--- src/sv/sdb_pkg.sv ---
`timescale 1ns / 1ps
// ----------------------------------------------------------------------------
// sdb_pkg
// Types and constants of the screen density bucket unit.
// ----------------------------------------------------------------------------
package sdb_pkg;

  typedef struct packed {
    logic [12:0] x_pixels;
    logic [12:0] y_pixels;
    logic [11:0] width_mm;
    logic [11:0] height_mm;
  } in_item_t;

  typedef struct packed {
    logic [9:0] density_dpi;
    logic       size_error;
  } out_item_t;

  localparam int RAD_W      = 28;
  localparam int ROOT_W     = 30;
  localparam int REM_W      = ROOT_W + 3;
  localparam int SQRT_STEPS = ROOT_W;
  localparam int DIN_W      = 24;
  localparam int NUM_THR    = 6;

  localparam logic [19:0] INCH_PER_MM_Q24 = 20'd660521;
  localparam logic [DIN_W-1:0] SMALL_DIAG_Q16 = 24'd183501;
  localparam logic [32:0] SMALL_SCALE = 33'd917504;

  typedef logic [9:0] thr_arr_t [NUM_THR];
  typedef logic [9:0] dpi_arr_t [NUM_THR+1];

  localparam thr_arr_t THRESH = '{10'd140, 10'd186, 10'd226, 10'd280, 10'd400, 10'd560};
  localparam dpi_arr_t DPI    = '{10'd120, 10'd160, 10'd213, 10'd240, 10'd320, 10'd480,
                                  10'd640};
  localparam int THR_186 = 1;

endpackage

--- src/sv/sdb_isqrt.sv ---
`timescale 1ns / 1ps
// ----------------------------------------------------------------------------
// sdb_isqrt
// Pipelined restoring square root of (rad_in << 32), one root bit per stage.
// ----------------------------------------------------------------------------
module sdb_isqrt (
  input  logic                       clk,
  input  logic                       en,
  input  logic [sdb_pkg::RAD_W-1:0]  rad_in,
  output logic [sdb_pkg::ROOT_W-1:0] root_out
);
  import sdb_pkg::*;

  logic [RAD_W-1:0]  rad_r  [SQRT_STEPS];
  logic [REM_W-1:0]  rem_r  [SQRT_STEPS];
  logic [ROOT_W-1:0] root_r [SQRT_STEPS];

  genvar k;
  generate
    for (k = 0; k < SQRT_STEPS; k++) begin : g_step
      logic [RAD_W-1:0]  rad_prev;
      logic [REM_W-1:0]  rem_prev;
      logic [ROOT_W-1:0] root_prev;
      logic [1:0]        pair;
      logic [REM_W-1:0]  rem_sh;
      logic [REM_W-1:0]  trial;
      logic              take;
      logic [REM_W-1:0]  rem_nxt;
      logic [ROOT_W-1:0] root_nxt;

      if (k == 0) begin : g_first
        assign rad_prev  = rad_in;
        assign rem_prev  = '0;
        assign root_prev = '0;
      end else begin : g_next
        assign rad_prev  = rad_r[k-1];
        assign rem_prev  = rem_r[k-1];
        assign root_prev = root_r[k-1];
      end

      if (k < RAD_W / 2) begin : g_bits
        assign pair = rad_prev[RAD_W-1-2*k -: 2];
      end else begin : g_zero
        assign pair = 2'b00;
      end

      assign rem_sh   = {rem_prev[REM_W-3:0], pair};
      assign trial    = {1'b0, root_prev, 2'b01};
      assign take     = rem_sh >= trial;
      assign rem_nxt  = take ? rem_sh - trial : rem_sh;
      assign root_nxt = {root_prev[ROOT_W-2:0], take};

      always_ff @(posedge clk) begin
        if (en) begin
          rad_r[k]  <= rad_prev;
          rem_r[k]  <= rem_nxt;
          root_r[k] <= root_nxt;
        end
      end
    end
  endgenerate

  assign root_out = root_r[SQRT_STEPS-1];

endmodule
--- config.mk ---
export PLATFORM = sky130hd
export DESIGN_NAME = sdb_isqrt
export DESIGN_NICKNAME = d
export VERILOG_FILES = /design/src/sv/sdb_pkg.sv /design/src/sv/sdb_isqrt.sv
export SDC_FILE = /design/constraint.sdc
export NUM_CORES = 2
export LEC_CHECK = 0
export ABC_AREA = 0
export BUFFER_PORTS_ARGS = -buffer_cell sky130_fd_sc_hd__buf_2
export CAP_MARGIN = 40
export CORE_MARGIN = 5
export CORE_UTILIZATION = 29
export CTS_BUF_LIST = sky130_fd_sc_hd__clkbuf_4 sky130_fd_sc_hd__clkbuf_8 sky130_fd_sc_hd__clkbuf_16
export CTS_CLUSTER_DIAMETER = 80
export CTS_CLUSTER_SIZE = 10
export DETAILED_ROUTE_END_ITERATION = 16
export SETUP_SLACK_MARGIN = 0.1
export SYNTH_ARGS = -nofsm -noshare
export SYNTH_HDL_FRONTEND = slang
export SYNTH_SLANG_ARGS = --single-unit
export TNS_END_PERCENT = 1
--- constraint.sdc ---
create_clock -name clk -period 3.4 [get_ports clk]
set_input_delay 0.51 -clock clk [delete_from_list [all_inputs] [get_ports clk]]
set_output_delay 0.51 -clock clk [all_outputs]
set_load 0.01 [all_outputs]
==> results.md <==
- Most frequent cells in the layout: edfxtp_1 (1,488), inv_1 (593), nand2_1 (546), ha_1 (454), nor2_1 (419)
- Buffer depth of the longest clock path: 4
- # setup viols final: 0
- Synthesized area: 0.0784 sq mm
- H-tree depth: 4
- Fin. Hold Viols: 0
- Final hold slack: 0.205 ns
- Top FF cell, synth: edfxtp_1
- Post-synth EDFFs: 1,488
- First-pass iteration count of the detailed router: 5
- Clock root cell: clkbuf_16
- Die area: 0.281 sq mm
- Total power draw: 55.5 mW
- GRT Overall Usage: 11.3%
- Sw frac: 29.1%
- CTS tree: yes
- Placed Cells: 10,654
- Final Cell Area: 0.0923 sq mm
- Core area: 0.270 sq mm
- Share of layout cells above drive strength 1: 13.3%
- Max-slew violations: 0
- Cell count after synthesis: 6,759
- Critical path class: reg2reg
- Final min period: 3.37 ns
- Synth Area per Inst: 11.6 sq um
- Critical Path Source Type: register
- DIE HEIGHT: 530 um
- Initial antenna violation count: 1
- Global-route wire length before repair: 266,000 um
- Clock sink count: 1,488
- Warnings from Yosys: 0
- CP arrival: 3.86 ns
- Post-DRT Antenna Nets: 0
- Top-level I/O count: 60
- Unrepaired setup endpoints after global routing: yes
- WL per Instance: 14.9 um
- Total grt overflow: 0
- CP Capture Type: register
- Worst rel slew slack: 41.0%
- Vias/cell: 4.77
- RD Place Congestion: 0.872
- Site Rows: 191
- Share of flip-flops with an asynchronous set or reset: 0%
- Register area share after synthesis: 57.0%
- Worst-margin pin slew: 0.878 ns
- Clock share of power: 29.0%
- Leak: 35.4 nW
- DP HPWL: 121,000 um
- Via count: 51,927
- Crit path max fanout: 3
- CP required: 3.89 ns
- Area after DPL: 0.0861 sq mm
- Maximum clock rate: 0.296 GHz
- Clock Skews: 0.0965 ns
- Max Cap Viol: 0
- Syn_nets: 7,269
- Fin cells: 10,895
- Peak supply drop: 390 uV
- Effective utilization at floorplan: 29.0%
- Largest net degree at the start of global routing: 96
- Yosys cell types: 89
- Reg power frac: 46.0%
- Drt drc: 0
- Routed WL: 163,000 um
- Final TNS setup: 0 ns
- P per Cell Area: 601 mW/mm^2
- Commonest non-fill, non-tap cell in the layout: edfxtp_1
- Vias in the first global route: 52,770
- Net Sw Power: 16.2 mW
- Period utilisation layout: 99.2%
- Number of buffers created by CTS: 177
- Status: completed
- Nets: 7,818
- Comb power frac: 25.0%
- Area grow syn2layout: 17.7%
- Worst min path class: in2reg
- Die width: 530 um
- Internal Power: 39.3 mW
- Clk_lat worst skew: 0.82 ns
- Clk slew on worst S/H paths: 0.06 ns
- Flops & latches, synth: 1,488
- Buffers on Ports: 59
- DRT iter0 DRCs: 3,249
[logic make-up after synthesis]
kind of cell	count (synthesis)	synth area share [%]
multiplexers	79	1.13
other	1	0.00478
AO/OA/AOI/OAI	1467	11.7
XOR/XNOR	646	7.21
flip-flops	1488	57.0
adder cells (fa/ha/maj)	480	7.80
AND/OR/NAND/NOR	1869	11.7
buffers and inverters	729	3.51
[Yosys cell counts (18+ instances only)]
master    count  area [sq um]
or3_1        78           488
a211oi_1     44           330
nand2b_1     89           557
nor2_1      424          1590
edfxtp_1   1488         44700
and2_1       23           144
nor4_1       94           588
o21bai_1     38           285
nor3_1      184           921
or4_1        43           323
nand2_1     547          2050
o21ai_0     423          2120
inv_1       601          2260
a21boi_0     19           143
nor2b_1      71           444
clkbuf_1    111           417
and3_1       35           219
xor2_1      338          2960
nand3_1     111           556
nand4_1      49           307
a21o_1      182          1370
o31ai_1      54           405
a21oi_1     396          1980
nor4b_1      20           175
nand3b_1     18           135
o211ai_1     22           165
or2_2        24           150
o21a_1      103           773
xnor2_1     308          2700
mux2_2       72           811
ha_1        465          5820
a31oi_1      31           194
[area by class of cell]
cell class | instances | area [sq um]
Fill cell | 26321 | 178000
Sequential cell | 1488 | 44700
Multi-Input combinational cell | 4542 | 32200
Clock buffer | 182 | 4500
Tap cell | 3570 | 4470
Timing Repair Buffer | 495 | 4060
Inverter | 604 | 2270
Clock inverter | 12 | 114
Antenna cell | 2 | 5.00
[worst max-delay path, stage by stage (launching register included)]
cell	delay, ns
edfxtp_1	0.40
inv_2	0.12
ha_4	0.15
inv_2	0.04
fa_2	0.34
nor2b_1	0.12
o21a_1	0.15
o21ai_2	0.07
a221oi_2	0.23
buf_4	0.16
o21ai_2	0.06
buf_6	0.13
o211ai_1	0.28
nand3_2	0.21
o311ai_2	0.32
mux2_4	0.33
[power groups by stage]
stage	Sequential (mW)	Clock [mW]	Combinational, mW
2_1_floorplan	25.1	0	9.77
3_3_place_gp	25.8	0	13.0
3_5_place_dp	25.8	0	13.3
4_1_cts	25.5	16.7	13.5
5_1_grt	25.8	17.5	15.5
6_report	25.5	16.1	13.9
[worst paths after layout]
check                                               from                  endpoint  slack [ns]  cells after the start
worst max-delay path              rem_r[20][1]$_DFFE_PP_   rem_r[21][28]$_DFFE_PP_        0.03                     15
worst min-delay path                                  en    rem_r[11][2]$_DFFE_PP_        0.21                      1
worst max register to register    rem_r[20][1]$_DFFE_PP_   rem_r[21][28]$_DFFE_PP_        0.03                     15
worst min register to register  root_r[24][24]$_DFFE_PP_  root_r[25][25]$_DFFE_PP_        0.38                      0
[sequential cells by signal, indices dropped and copies added, names as in the netlist]
signal	count
rad_r	182
rem_r	856
root_r	450
[through the flow]
step	utilization (%)	setup WS, ns
floorplan	-	0.0535
global placement	31.9	-0.595
detailed placement	31.9	-0.421
CTS	33.8	0.00420
global route	34.2	-0.145
finish	34.2	0.0271
[what timing repair did]
action | 4_1_cts | 5_1_grt
pin swaps | 20 | 73
setup endpoints to repair | 225 | 442
hold buffers | 29 | 0
endpoints found under the hold margin | 29 | 0
resized for setup | 55 | 219
setup buffers | 11 | 6
[layer usage]
layer | share of wire (%) | vias to the layer above | track usage [%]
met5 | 0 | - | 0
met4 | 3.4 | 0 | 3.98
met1 | 43 | 24850 | 13.5
li1 | - | 25753 | -
met2 | 51 | 976 | 20.7
met3 | 3.5 | 348 | 1.61
Power figures use the tool's default switching activity.
